## config.mk

```make
export PLATFORM = sky130hd
export DESIGN_NAME = gals_ctrl
export DESIGN_NICKNAME = d
export VERILOG_FILES = /design/src/sv/gals_pkg.sv /design/src/sv/gals_ctrl.sv
export SDC_FILE = /design/constraint.sdc
export NUM_CORES = 1
export LEC_CHECK = 0
export ABC_AREA = 1
export BUFFER_PORTS_ARGS = -buffer_cell sky130_fd_sc_hd__buf_4
export CORE_UTILIZATION = 40
export DETAILED_ROUTE_END_ITERATION = 10
export GPL_TIMING_DRIVEN = 0
export MAX_ROUTING_LAYER = met4
export PLACE_DENSITY_LB_ADDON = 0.3
export REMOVE_ABC_BUFFERS = 1
export SYNTH_ARGS = -nofsm -noshare
export SYNTH_HDL_FRONTEND = slang
export SYNTH_SLANG_ARGS = --single-unit
```

## constraint.sdc

```tcl
create_clock -name clock -period 5.39 [get_ports clock]
set_input_delay 0.539 -clock clock [delete_from_list [all_inputs] [get_ports clock]]
set_output_delay 0.539 -clock clock [all_outputs]
set_load 0.005 [all_outputs]
```

## src/sv/gals_pkg.sv

```systemverilog
// ----------------------------------------------------------------------------
// gals_pkg
// Shared types and constants of the graph adjacency list store.
// ----------------------------------------------------------------------------
package gals_pkg;

   localparam int POOL_SLOTS = 1024;
   localparam int VERTEX_MAX = 128;

   localparam int PTR_W    = $clog2(POOL_SLOTS);
   localparam int FREE_W   = PTR_W + 1;
   localparam int VERTEX_W = $clog2(VERTEX_MAX);
   localparam int WEIGHT_W = 32;
   localparam int CMD_W    = 3;
   localparam int STATUS_W = 2;

   localparam logic [PTR_W-1:0] REMOVED_CODE = {PTR_W{1'b1}};
   localparam logic [VERTEX_W-1:0] VERTEX_COUNT_RESET = VERTEX_W'(100);

   localparam logic [CMD_W-1:0] CMD_CLEAR  = 3'd0;
   localparam logic [CMD_W-1:0] CMD_INSERT = 3'd1;
   localparam logic [CMD_W-1:0] CMD_EXISTS = 3'd2;
   localparam logic [CMD_W-1:0] CMD_REMOVE = 3'd3;
   localparam logic [CMD_W-1:0] CMD_FIRST  = 3'd4;
   localparam logic [CMD_W-1:0] CMD_NEXT   = 3'd5;

   localparam logic [STATUS_W-1:0] ST_OK         = 2'd0;
   localparam logic [STATUS_W-1:0] ST_FULL       = 2'd1;
   localparam logic [STATUS_W-1:0] ST_NOT_FOUND  = 2'd2;
   localparam logic [STATUS_W-1:0] ST_BAD_VERTEX = 2'd3;

   typedef struct packed {
      logic [CMD_W-1:0]           cmd;
      logic [VERTEX_W-1:0]        src_vertex;
      logic [VERTEX_W-1:0]        dst_vertex;
      logic signed [WEIGHT_W-1:0] edge_weight;
      logic [PTR_W-1:0]           slot_pointer;
   } req_type;

   typedef struct packed {
      logic [STATUS_W-1:0]        status;
      logic                       found;
      logic [PTR_W-1:0]           adj_vertex;
      logic signed [WEIGHT_W-1:0] weight_out;
      logic [PTR_W-1:0]           next_pointer;
      logic                       list_end;
   } rsp_type;

   // One slot of the node memory: vertex word and link word side by side.
   typedef struct packed {
      logic [PTR_W-1:0] vertex;
      logic [PTR_W-1:0] link;
   } node_word_type;

   localparam int NODE_W = $bits(node_word_type);

   typedef struct packed {
      logic          we;
      logic [PTR_W-1:0] addr;
      node_word_type wdata;
   } node_req_type;

   typedef struct packed {
      logic                we;
      logic [PTR_W-1:0]    addr;
      logic [WEIGHT_W-1:0] wdata;
   } wgt_req_type;

endpackage

```

## src/sv/gals_ctrl.sv

```systemverilog
// ----------------------------------------------------------------------------
// gals_ctrl
// Command sequencer: walks lists, appends edges and clears heads through the
// node and weight memories, and drives the one-cycle result strobe.
// ----------------------------------------------------------------------------
module gals_ctrl (
   input  logic                            clock,
   input  logic                            reset,
   input  logic                            start,
   output logic                            busy,
   input  gals_pkg::req_type               req_data,
   input  logic [gals_pkg::VERTEX_W-1:0]   vertex_count,
   output gals_pkg::node_req_type          node_req,
   input  gals_pkg::node_word_type         node_rdata,
   output gals_pkg::wgt_req_type           wgt_req,
   input  logic [gals_pkg::WEIGHT_W-1:0]   wgt_rdata,
   output logic                            rsp_valid,
   output gals_pkg::rsp_type               rsp_data
);

   typedef enum logic [3:0] {
      IDLE,
      CLEAR,
      INS_HEAD,
      INS_TAIL,
      INS_WR_SRC,
      INS_WR_POS,
      WALK_HEAD,
      WALK_STEP,
      RD_DONE
   } state_type;

   state_type                        state_ff, state_in;
   logic                             busy_ff;
   logic [gals_pkg::CMD_W-1:0]       cmd_ff, cmd_in;
   logic [gals_pkg::VERTEX_W-1:0]    src_ff, src_in;
   logic [gals_pkg::VERTEX_W-1:0]    dst_ff, dst_in;
   logic [gals_pkg::WEIGHT_W-1:0]    wgt_ff, wgt_in;
   logic [gals_pkg::VERTEX_W-1:0]    cnt_ff, cnt_in;
   logic [gals_pkg::FREE_W-1:0]      free_ff, free_in;
   gals_pkg::node_word_type          hold_ff, hold_in;
   logic [gals_pkg::PTR_W-1:0]       cur_ff, cur_in;
   logic [gals_pkg::FREE_W-1:0]      steps_ff, steps_in;
   logic                             rsp_valid_ff, rsp_valid_in;
   gals_pkg::rsp_type                rsp_ff, rsp_in;

   logic                             accept;
   logic                             src_ok;
   logic                             dst_ok;
   logic [gals_pkg::PTR_W-1:0]       src_addr;
   logic [gals_pkg::PTR_W-1:0]       pos;
   logic                             hit;
   logic [gals_pkg::FREE_W-1:0]      steps_next;

   assign accept     = start && !busy_ff;
   assign src_ok     = req_data.src_vertex < vertex_count;
   assign dst_ok     = req_data.dst_vertex < vertex_count;
   assign src_addr   = gals_pkg::PTR_W'(src_ff);
   assign pos        = free_ff[gals_pkg::PTR_W-1:0];
   assign hit        = node_rdata.vertex == gals_pkg::PTR_W'(dst_ff);
   assign steps_next = steps_ff + gals_pkg::FREE_W'(1);

   always_comb begin
      state_in     = state_ff;
      cmd_in       = cmd_ff;
      src_in       = src_ff;
      dst_in       = dst_ff;
      wgt_in       = wgt_ff;
      cnt_in       = cnt_ff;
      free_in      = free_ff;
      hold_in      = hold_ff;
      cur_in       = cur_ff;
      steps_in     = steps_ff;
      rsp_valid_in = 1'b0;
      rsp_in       = '0;

      node_req       = '0;
      node_req.addr  = src_addr;
      wgt_req        = '0;
      wgt_req.addr   = req_data.slot_pointer;
      wgt_req.wdata  = wgt_ff;

      case (state_ff)
         IDLE: begin
            // The first read goes out in the accept cycle.
            if (req_data.cmd == gals_pkg::CMD_NEXT) begin
               node_req.addr = req_data.slot_pointer;
            end else begin
               node_req.addr = gals_pkg::PTR_W'(req_data.src_vertex);
            end
            if (accept) begin
               cmd_in = req_data.cmd;
               src_in = req_data.src_vertex;
               dst_in = req_data.dst_vertex;
               wgt_in = req_data.edge_weight;
               case (req_data.cmd)
                  gals_pkg::CMD_CLEAR: begin
                     cnt_in   = '0;
                     state_in = CLEAR;
                  end
                  gals_pkg::CMD_INSERT: begin
                     if (!src_ok || !dst_ok) begin
                        rsp_valid_in  = 1'b1;
                        rsp_in.status = gals_pkg::ST_BAD_VERTEX;
                     end else if (free_ff >= gals_pkg::FREE_W'(gals_pkg::POOL_SLOTS)) begin
                        rsp_valid_in  = 1'b1;
                        rsp_in.status = gals_pkg::ST_FULL;
                     end else begin
                        state_in = INS_HEAD;
                     end
                  end
                  gals_pkg::CMD_EXISTS, gals_pkg::CMD_REMOVE: begin
                     if (!src_ok || !dst_ok) begin
                        rsp_valid_in  = 1'b1;
                        rsp_in.status = gals_pkg::ST_BAD_VERTEX;
                     end else begin
                        state_in = WALK_HEAD;
                     end
                  end
                  gals_pkg::CMD_FIRST: begin
                     if (!src_ok) begin
                        rsp_valid_in  = 1'b1;
                        rsp_in.status = gals_pkg::ST_BAD_VERTEX;
                     end else begin
                        state_in = RD_DONE;
                     end
                  end
                  gals_pkg::CMD_NEXT: begin
                     state_in = RD_DONE;
                  end
                  default: begin
                     rsp_valid_in = 1'b1;
                  end
               endcase
            end
         end

         CLEAR: begin
            node_req.we           = 1'b1;
            node_req.addr         = gals_pkg::PTR_W'(cnt_ff);
            node_req.wdata.vertex = gals_pkg::PTR_W'(cnt_ff);
            node_req.wdata.link   = '0;
            if (cnt_ff == vertex_count) begin
               free_in      = gals_pkg::FREE_W'(vertex_count);
               rsp_valid_in = 1'b1;
               state_in     = IDLE;
            end else begin
               cnt_in = cnt_ff + gals_pkg::VERTEX_W'(1);
            end
         end

         INS_HEAD: begin
            // Head word is here; its vertex word is the tail slot.
            hold_in       = node_rdata;
            node_req.addr = node_rdata.vertex;
            state_in      = INS_TAIL;
         end

         INS_TAIL: begin
            node_req.we           = 1'b1;
            node_req.addr         = hold_ff.vertex;
            node_req.wdata.vertex = node_rdata.vertex;
            node_req.wdata.link   = pos;
            state_in              = INS_WR_SRC;
         end

         INS_WR_SRC: begin
            // The head link follows the earlier writes when the head itself
            // was the tail or is the new slot.
            node_req.we           = 1'b1;
            node_req.addr         = src_addr;
            node_req.wdata.vertex = pos;
            if (src_addr == pos) begin
               node_req.wdata.link = '0;
            end else if (hold_ff.vertex == src_addr) begin
               node_req.wdata.link = pos;
            end else begin
               node_req.wdata.link = hold_ff.link;
            end
            state_in = INS_WR_POS;
         end

         INS_WR_POS: begin
            node_req.we   = 1'b1;
            node_req.addr = pos;
            if (src_addr == pos) begin
               node_req.wdata.vertex = pos;
            end else begin
               node_req.wdata.vertex = gals_pkg::PTR_W'(dst_ff);
            end
            node_req.wdata.link = '0;
            wgt_req.we          = 1'b1;
            wgt_req.addr        = pos;
            free_in             = free_ff + gals_pkg::FREE_W'(1);
            rsp_valid_in        = 1'b1;
            state_in            = IDLE;
         end

         WALK_HEAD: begin
            node_req.addr = node_rdata.link;
            cur_in        = node_rdata.link;
            steps_in      = '0;
            if (node_rdata.link == '0) begin
               rsp_valid_in = 1'b1;
               if (cmd_ff == gals_pkg::CMD_REMOVE) begin
                  rsp_in.status = gals_pkg::ST_NOT_FOUND;
               end
               state_in = IDLE;
            end else begin
               state_in = WALK_STEP;
            end
         end

         WALK_STEP: begin
            node_req.addr = node_rdata.link;
            cur_in        = node_rdata.link;
            steps_in      = steps_next;
            if (hit) begin
               rsp_valid_in = 1'b1;
               if (cmd_ff == gals_pkg::CMD_REMOVE) begin
                  node_req.we           = 1'b1;
                  node_req.addr         = cur_ff;
                  node_req.wdata.vertex = gals_pkg::REMOVED_CODE;
                  node_req.wdata.link   = node_rdata.link;
               end else begin
                  rsp_in.found = 1'b1;
               end
               state_in = IDLE;
            end else if (node_rdata.link == '0 ||
                         steps_next == gals_pkg::FREE_W'(gals_pkg::POOL_SLOTS)) begin
               // End of the list, or a walk that runs in a cycle.
               rsp_valid_in = 1'b1;
               if (cmd_ff == gals_pkg::CMD_REMOVE) begin
                  rsp_in.status = gals_pkg::ST_NOT_FOUND;
               end
               state_in = IDLE;
            end
         end

         RD_DONE: begin
            rsp_valid_in        = 1'b1;
            rsp_in.next_pointer = node_rdata.link;
            rsp_in.list_end     = node_rdata.link == '0;
            if (cmd_ff == gals_pkg::CMD_NEXT) begin
               rsp_in.adj_vertex = node_rdata.vertex;
               rsp_in.weight_out = wgt_rdata;
            end
            state_in = IDLE;
         end

         default: begin
            state_in = IDLE;
         end
      endcase
   end

   always_ff @(posedge clock) begin
      if (reset) begin
         state_ff     <= IDLE;
         busy_ff      <= 1'b0;
         free_ff      <= '0;
         rsp_valid_ff <= 1'b0;
      end else begin
         state_ff     <= state_in;
         busy_ff      <= state_in != IDLE;
         free_ff      <= free_in;
         rsp_valid_ff <= rsp_valid_in;
      end
      cmd_ff   <= cmd_in;
      src_ff   <= src_in;
      dst_ff   <= dst_in;
      wgt_ff   <= wgt_in;
      cnt_ff   <= cnt_in;
      hold_ff  <= hold_in;
      cur_ff   <= cur_in;
      steps_ff <= steps_in;
      rsp_ff   <= rsp_in;
   end

   assign busy      = busy_ff;
   assign rsp_valid = rsp_valid_ff;
   assign rsp_data  = rsp_ff;

endmodule

```

# ---- Word level (Yosys, flattened, before mapping)
# Cells that the tools add are included.
dict set report word_totals {
  ff_bits 170
  in_bits 121
}
dict set report op_classes {
  n_addsub 3
  magnitude_cmp 3
  eq_ne 24
  mux 51
  reduce_logical 23
}
# cell n
set op_table {}
lappend op_table {{case mux 20 bit (5 select lines)} 1}
lappend op_table {{case mux 10 bit (7 select lines)} 1}
lappend op_table {{two-way mux 31 bit} 2}
lappend op_table {{case mux 11 bit (2 select lines)} 2}
lappend op_table {{two-way mux 10 bit} 4}
lappend op_table {{two-way mux 4 bit} 8}
lappend op_table {{case mux 4 bit (7 select lines)} 1}
lappend op_table {{adder 11 x 1 -> 11 bit, second input constant} 2}
lappend op_table {{two-way mux 11 bit} 2}
lappend op_table {{two-way mux 7 bit} 3}
lappend op_table {{== test 10 x 7 -> 1 bit} 2}
lappend op_table {{case mux 4 bit (5 select lines)} 1}
lappend op_table {{== test 4 x 3 -> 1 bit, second input constant} 4}
lappend op_table {{two-way mux 2 bit} 8}
lappend op_table {{< comparator 7 bit} 2}
lappend op_table {{case mux 7 bit (2 select lines)} 1}
lappend op_table {{case mux 2 bit (3 select lines)} 2}
lappend op_table {{== test 11 bit, second input constant} 1}
lappend op_table {{greater-or-equal comparator 11 bit, second input constant} 1}
lappend op_table {{two-way mux 1 bit} 11}
lappend op_table {{== test 7 x 10 -> 1 bit} 1}
lappend op_table {{zero test 10 bit} 1}
lappend op_table {{== test 3 x 2 -> 1 bit, second input constant} 3}
lappend op_table {{== test 3 bit, second input constant} 3}
lappend op_table {{23 further kinds} 37}

# ---- Longest topological paths before layout
# Gate-level depths: netlist (run 1).
dict set report depth {
  ltp_word 8
  mapped_depth 18
}

# ---- Least setup slack after synthesis (run 1)
# OpenSTA, ideal clock, no wires.
dict set report synth_path {
  kind {register -> register}
  start {register state_ff[1]}
  end {register cnt_ff[0] (netlist name) (enable)}
  arrival_ns 2.900
  slack_ns 2.117
  stages_incl_launch_ff 9
  path_buffers 1
  synth_period_minus_slack_ns 3.273
  path_cell_list {dfxtp_1 buf_2 nor2_1 inv_1 nor2_4 inv_2 nor2_2 nand3_1 a21oi_1}
}
dict set report synth_via {
  elab_chain_len 3
  elab_cells_between_ends 7
}
# item line_no
set synth_lines {}
lappend synth_lines {{start: declaration} gals_ctrl.sv:33} ;# state_type state_ff, state_in;
lappend synth_lines {{start signal: assignment} gals_ctrl.sv:264} ;# state_ff <= state_in;
lappend synth_lines {{== test 4 x 1 -> 1 bit / zero test 4 bit (equally long branches)} gals_ctrl.sv:83} ;# case (state_ff)
lappend synth_lines {{inequality test 2 bit (no line) (tied with other cells)} -}
lappend synth_lines {{AND reduction 4 bit (no line) *} -}
lappend synth_lines {{end signal: assignment} gals_ctrl.sv:273} ;# cnt_ff <= cnt_in;
lappend synth_lines {{end: declaration} gals_ctrl.sv:39} ;# logic [gals_pkg::VERTEX_W-1:0] cnt_ff, cnt_in;
# Every way passes the cells marked *; elsewhere a longest branch is shown, timed or not.
# A chain may end at the register's enable or synchronous reset.

==> metrics.txt, run 1 <==
crit path max fanout=24; placed insts=1426; final hold viol count=0; Final min period=3960 ps; Lkg Pwr=5.14 nW; layout cells sized above 1=0.270; number of flops mapped to enable cells by yosys=97; gp weighted congestion=0.977; post-synthesis async set-or-reset flop share=0; top_reg_cell synth=edfxtp_1; clk slew on worst S/H paths=70 ps; Crit. End Element=primary output; cell row count=51; fin. max-slew vios=0; Post-Syn Area per Cell=8.73 um^2; Synth top area share=0.361; fill count=1824; hpwl dp=18900 um; final std cells w/o fill=1458; first-pass GRT wire length=36600 um; total CTS buffers=17; initial core utilization=0.411; H-tree depth=4; FF-to-FF setup slack=2250 ps; largest net degree at the start of global routing=33; post-synthesis register bit count=170; post-route ant nets=0; critical path class=flip-flop to primary output; Nets=1317; vias in the first global route=7093; grt ovf=0; PwrDens=365 nW/um^2; total number of vias=7522; initial antenna violation count=0; Starting DRT DRC Count=767; WL/cell=16.9 um; P&R area growth vs syn=34.9%; DRT Pass-1 Iters=5; Crit path largest cell delay=900 ps; leading post-synthesis cells by cell area=edfxtp_1 (36%), dfxtp_1 (18%), nand2_1 (7.3%); # setup viols final=0; PortBufs=252; VDD IR max=0.282 mV; CTS root buf=clkbuf_16; via/cell ratio=5.16; TNS Setup=0 ps; DRC Markers=0; run status=finished, final reports clean; I/O pins=253; synth warn=0; Peak Freq=253 MHz; Num Clock Sinks=170; crit-path cells=nand2_1 -> nor2_2 -> inv_2 -> nor2_1 -> inv_1 -> o2111ai_1 -> a21oi_1 -> a22oi_1 -> buf_4; register area share after synthesis=0.542; Critical Path AT=3420 ps; clk_skew=11.3 ps; Hold Buf Count CTS=0; fin crit share=0.734; RSZ-0062 raised after global routing=false; Sequential Area=4370 um^2; synthesized area=8080 um^2; actual slew at the worst max-slew pin=1250 ps; die area=20800 um^2; Post-CTS Setup Bufs=0; Die Height=144 um; Post-CTS Resized=0; Pwr Total=3.98 mW; Cells after Synth=925; diode count=0; clk_lat worst skew=440 ps; WP data required=4850 ps; crit start category=flip-flop; hold crit path type=input port to flip-flop; Max-cap violations=0; Max transition margin=0.163; CP max-delay cell=nor2_2; routed wire length=24700 um; Bufs on Longest Clock Path=2; Core ar.=19700 um^2; dominant cell type by area after synthesis=edfxtp_1; CTS tree=done; die width=144 um; Yosys cell types=41; Multi-input gate area=3050 um^2; GRT Total Usage=0.247
sequential cells by signal (all words and copies together), names as in the netlist:
signal,count
wgt_ff,32
rsp_data,56
busy,1
cmd_ff,3
cnt_ff,7
cur_ff,10
free_ff,11
dst_ff,7
state_ff,4
src_ff,7
rsp_valid,1
hold_ff,20
steps_ff,11
per-layer routing:
layer	wire [um]	GRT usage
met1	10400	0.319
met2	11300	0.381
met3	2610	0.0632
met4	464	0.0689
met5	0	-
final cells by class:
cell class / count / area share
Sequential cell: 170 / 0.402
Multi-Input combinational cell: 581 / 0.280
Timing Repair Buffer: 256 / 0.181
Inverter: 154 / 0.0531
Clock buffer: 19 / 0.0426
Tap cell: 265 / 0.0304
Clock inverter: 13 / 0.0116
logic make-up after synthesis:
logic type               synth area share
AND/OR/NAND/NOR                     0.206
buffers and inverters              0.0817
flip-flops                          0.542
AO/OA/AOI/OAI                       0.125
XOR/XNOR                           0.0206
adder cells (fa/ha/maj)            0.0248
path summary, 6_finish.rpt:
path                       end  depth (start not counted)    startpoint
setup / recovery  node_req[26]                          9   state_ff[2]
setup reg to reg     cnt_ff[1]                          8   state_ff[2]
hold / removal       wgt_ff[3]                          1  req_data[13]
hold reg to reg    free_ff[10]                          2   free_ff[10]
where the power goes:
part           internal, mW  total [mW]  switching, mW
clock network         0.653        1.23          0.582
registers              1.59        1.67         0.0830
logic                 0.451        1.07          0.623
worst max-delay path: cells and delay by family, from the launching register on:
family / cells / cell delay [ps]
AO/OA/AOI/OAI: 3 / 480
buffers and inverters: 3 / 730
flip-flops: 1 / 410
AND/OR/NAND/NOR: 3 / 1350
cell usage after synthesis (4+ instances only):
library cell / instances
nand2_1: 158
inv_1: 146
nor2_1: 122
edfxtp_1: 97
dfxtp_1: 73
a21oi_1: 49
o21ai_0: 49
nand3_1: 32
nor3_1: 19
ha_1: 16
clkbuf_1: 15
o221ai_1: 13
nand4_1: 12
a221oi_1: 11
xor2_1: 11
nor2_2: 10
a31oi_1: 8
xnor2_1: 8
nand2_2: 7
a211oi_1: 6
nor4_1: 6
a22oi_1: 5
buf_2: 5
inv_2: 5
o2111ai_1: 5
nand3_2: 4
nor2_4: 4
o211ai_1: 4
o22ai_1: 4
layout by cell type, fill, tap and decap left out, types with 6 or more instances in the layout:
| master | Yosys | layout |
|---|---|---|
| inv_1 | 146 | 147 |
| buf_4 | 0 | 252 |
| xnor2_1 | 8 | 8 |
| nor4_1 | 6 | 6 |
| nand4_1 | 12 | 12 |
| a21oi_1 | 49 | 49 |
| nor2_2 | 10 | 10 |
| a221oi_1 | 11 | 11 |
| xor2_1 | 11 | 11 |
| edfxtp_1 | 97 | 97 |
| o221ai_1 | 13 | 13 |
| nor2_1 | 122 | 121 |
| nand2_1 | 158 | 158 |
| a211oi_1 | 6 | 6 |
| a31oi_1 | 8 | 8 |
| nor3_1 | 19 | 19 |
| dfxtp_1 | 73 | 73 |
| o21ai_0 | 49 | 49 |
| ha_1 | 16 | 16 |
| nand3_1 | 32 | 32 |
| nand2_2 | 7 | 7 |
| clkbuf_16 | 0 | 18 |
stage by stage:
stage / worst slack (ps) / hold slack [ps] / area [um^2] / util
floorplan: 2150 / 434 / 7990 / -
global placement: 718 / 447 / 10200 / 0.520
detailed placement: 1850 / 462 / 10300 / 0.524
CTS: 1570 / 263 / 10900 / 0.554
global route: 1280 / 252 / 10900 / 0.554
finish: 1430 / 270 / 10900 / 0.554
No activity file was read; power rests on OpenSTA's default activity.
==> inputs of run 2 (changes only) <==
clock period = 3.5 ns   (was 5.39 ns; I/O delays follow)
==> metrics.txt, run 2 (synthesis gave the netlist of run 1 again) <==
Starting DRT DRC Count=747; PwrDens=561 nW/um^2; Peak Freq=299 MHz; routed wire length=24900 um; hpwl dp=18900 um; Setup WS post-layout=156 ps; gp weighted congestion=0.977; Crit. End Element=primary output; sequential share of power=0.419; critical path class=flip-flop to primary output; via/cell ratio=5.17; TNS Setup=0 ps; Die Height=144 um; switch share=0.325; Crit path largest cell delay=560 ps; clk slew on worst S/H paths=70 ps; diode count=0; commonest non-fill, non-tap cell in the layout=buf_4; vias in the first global route=7123; Max transition margin=0.174; PortBufs=252; fin crit share=0.955; fin. max-slew vios=0; die area=20800 um^2; clk_skew=12.3 ps; RSZ-0062 raised after global routing=false; Num Clock Sinks=170; initial core utilization=0.411; total number of vias=7557; Hold Buf Count CTS=0; Critical Path AT=2990 ps; CTS root buf=clkbuf_16; initial antenna violation count=0; GRT Total Usage=0.248; H-tree depth=4; grt ovf=0; P&R area growth vs syn=35.6%; Core ar.=19700 um^2; CTS tree=done; I/O pins=253; CP max-delay cell=a221oi_1; worst slack, placed=330 ps; WP data required=3150 ps; total CTS buffers=17; Max-cap violations=0; actual slew at the worst max-slew pin=1230 ps; clk_lat worst skew=440 ps; run status=finished, final reports clean; die width=144 um; DRC Markers=0; VDD IR max=0.430 mV; crit path max fanout=12; WL/cell=17.0 um; hold path depth=1; Power Internal=4.15 mW; hold crit path type=input port to flip-flop; Nets=1322; max FFs per register=56; DRT Pass-1 Iters=5; NetSw=1.99 mW; fin util=0.557; # setup viols final=0; cell row count=51; post-route ant nets=0; crit-path cells=inv_1 -> nor2_1 -> nand2_1 -> clkinvlp_4 -> a221oi_1 -> a32oi_1 -> buf_4; crit start category=flip-flop; final instance area=11000 um^2; final hold viol count=0; worst reg-to-reg path cell count=8; Bufs on Longest Clock Path=2; Clk pwr share=0.310; Lkg Pwr=5.15 nW; largest net degree at the start of global routing=33; most frequent cells in the layout=buf_4 (256), nand2_1 (158), inv_1 (145); Final min period=3340 ps; combinational share of power=0.272; layout cells sized above 1=0.276; Post-Place Cell Area=10300 um^2; first-pass GRT wire length=36800 um
## run 2: timing repair
item	in CTS	in global routing
gates resized for setup	2	3
buffers inserted	4	0
hold endpoints to repair	0	0
cloned	0	1
endpoints found under the setup margin	2	7
## run 2: layout make-up
cell class / count / area, um^2
Clock buffer: 19 / 464
Clock inverter: 13 / 126
Fill cell: 1816 / 8700
Inverter: 154 / 586
Multi-Input combinational cell: 581 / 3060
Sequential cell: 170 / 4370
Tap cell: 265 / 332
Timing Repair Buffer: 260 / 2000
Timing Repair inverter: 1 / 5.00
## run 2: path summary, 6_finish.rpt
kind / startpoint / endpoint / slack (ps)
worst max-delay path: state_ff[1] / node_req[25] / 160
worst min-delay path: req_data[13] / wgt_ff[3] / 90
worst max register to register: state_ff[2] / cnt_ff[6] / 330
worst min register to register: free_ff[10] / free_ff[10] / 470
## run 2: power by group through the flow
stage	Combinational, mW	Sequential, mW	Clock (mW)
6_report	1.67	2.57	1.90
3_5_place_dp	1.64	2.61	0
5_1_grt	1.82	2.60	2.00
4_1_cts	1.65	2.57	1.92
2_1_floorplan	0.808	2.61	0
3_3_place_gp	1.59	2.62	0
## run 2: metal layers
layer | vias to the layer above | part of all wire | track usage
met5 | - | 0 | -
met1 | 3443 | 0.42 | 0.320
li1 | 3626 | - | -
met4 | 0 | 0.018 | 0.0733
met2 | 452 | 0.46 | 0.384
met3 | 36 | 0.10 | 0.0599
## run 2: worst max-delay path, delay by kind of cell, from the launching register on
kind                   cells  cell delay, ps
AOI/OAI and AO/OA          2             780
and+or+nand+nor            2             510
DFF                        1             390
buffers and inverters      3             850
## run 2: through the flow
stage               power, mW  cells  hold slack, ps
CTS                      6.14   1462            74.0
global placement         4.22   1422             447
finish                   6.14   1463            85.0
floorplan                3.42    905             419
global route             6.42   1463            65.0
detailed placement       4.25   1426             462
==> inputs of run 3 (changes only) <==
CORE_MARGIN = 4   (was unset)
==> metrics.txt, run 3 (synthesis gave the netlist of run 1 again) <==
total CTS buffers=17; Post-CTS Setup Bufs=0; layout cells sized above 1=0.273; FF-to-FF setup slack=480 ps; WL/cell=17.5 um; Max-cap violations=0; Crit. End Element=primary output; WP data required=3150 ps; reg-to-reg endpoint=cnt_ff[6]; reg2reg start=state_ff[2]; post-route ant nets=0; DRT Pass-1 Iters=6; max FFs per register=56; gp weighted congestion=0.940; PortBufs=252; VDD IR max=0.483 mV; die width=150 um; placed insts=1426; PwrDens=565 nW/um^2; initial antenna violation count=0; Die Height=150 um; Multi-input gate area=3060 um^2; actual slew at the worst max-slew pin=1230 ps; DRC Markers=0; final hold viol count=0; die area=22500 um^2; critical path class=flip-flop to primary output; first-pass GRT wire length=38500 um; Core ar.=19700 um^2; Peak Freq=303 MHz; final std cells w/o fill=1459; crit path max fanout=12; cell row count=51; clk slew on worst S/H paths=70 ps; fill count=1830; hold path start=req_data[31]; total number of vias=7521; Hold Slack=85.3 ps; hpwl dp=19700 um; Lkg Pwr=5.13 nW; GRT Total Usage=0.231; CTS tree=done; Max transition margin=0.178; Num Clock Sinks=170; I/O pins=253; fin. max-slew vios=0; worst reg-to-reg path cell count=7; Nets=1318; grt ovf=0; Critical Path AT=2950 ps; H-tree depth=4; run status=finished, final reports clean; fin crit share=0.944; largest net degree at the start of global routing=35; fin util=0.556; Starting DRT DRC Count=743; # setup viols final=0; Worst Hold Path EP=wgt_ff[21]; clk_lat worst skew=430 ps; most frequent cells in the layout=buf_4 (252), nand2_1 (158), inv_1 (144); initial core utilization=0.411; diode count=0; P&R area growth vs syn=35.3%; Bufs on Longest Clock Path=2; clk_skew=15.5 ps; Hold Buf Count CTS=0; Sequential Area=4370 um^2; RSZ-0062 raised after global routing=false; hold path depth=1; commonest non-fill, non-tap cell in the layout=buf_4; vias in the first global route=7124; Final min period=3300 ps; crit start category=flip-flop; routed wire length=25600 um; CTS root buf=clkbuf_16; hold crit path type=input port to flip-flop; via/cell ratio=5.15
## run 3: changes by cell type in the layout (fill, tap and decap cells not counted)
| cell | delta |
|---|---|
| buf_4 | -4 |
| inv_8 | +2 |
| inv_6 | -3 |
| clkinv_8 | -2 |
| clkbuf_16 | +2 |
| clkbuf_8 | -1 |
| clkinv_2 | +1 |
| clkbuf_1 | +2 |
| inv_1 | -1 |
## run 3: worst max-delay path by stage
stage                            from            to  slack, ps  depth (start not counted)
after floorplan           state_ff[2]     cnt_ff[0]        260                          7
after global placement    state_ff[2]     cnt_ff[0]      -1170                          7
after detailed placement  state_ff[3]  node_req[26]        330                         10
after CTS                 state_ff[1]  node_req[24]         50                          7
after global routing      state_ff[0]  node_req[26]         10                         11
final                     state_ff[1]  node_req[25]        200                          7
## run 3: repair_timing
action,in CTS,in global routing
endpoints found under the setup margin,4,10
cloned,0,1
endpoints found under the hold margin,0,0
resized for setup,3,2
## run 3: per-stage QoR
stage	power, mW	TNS, ps	area, um^2	setup slack [ps]
2_1_floorplan	3.42	0	7990	257
3_3_place_gp	4.22	-9620	10200	-1170
3_5_place_dp	4.26	0	10300	326
4_1_cts	6.19	0	10900	48.3
5_1_grt	6.46	0	10900	14.3
6_report	6.18	0	10900	196
## run 3: power breakdown
group | switching (mW) | leakage, nW | internal, mW
registers | 0.130 | 1.47 | 2.44
clock network | 0.870 | 0.301 | 1.07
logic | 0.972 | 3.35 | 0.697
## run 3: area by class of cell
| cell class | count | share of cell area |
|---|---|---|
| Tap cell | 265 | 0.0303 |
| Multi-Input combinational cell | 581 | 0.280 |
| Inverter | 154 | 0.0536 |
| Timing Repair inverter | 1 | 0.000458 |
| Timing Repair Buffer | 256 | 0.180 |
| Clock inverter | 10 | 0.00836 |
| Sequential cell | 170 | 0.400 |
| Clock buffer | 22 | 0.0465 |
## run 3: routing by layer
layer | GRT usage | vias to the layer above | part of all wire
met1 | 0.299 | 3412 | 0.40
met5 | - | - | 0
met3 | 0.0618 | 50 | 0.12
met2 | 0.348 | 451 | 0.45
li1 | - | 3608 | -
met4 | 0.0865 | 0 | 0.028
## run 3: critical path: stages, from the launching register on
cell and delay (ps):
dfxtp_1 380, inv_1 110, nor2_1 60, nand2_1 440, clkinvlp_4 520, a221oi_1 570, a32oi_1 230, buf_4 220
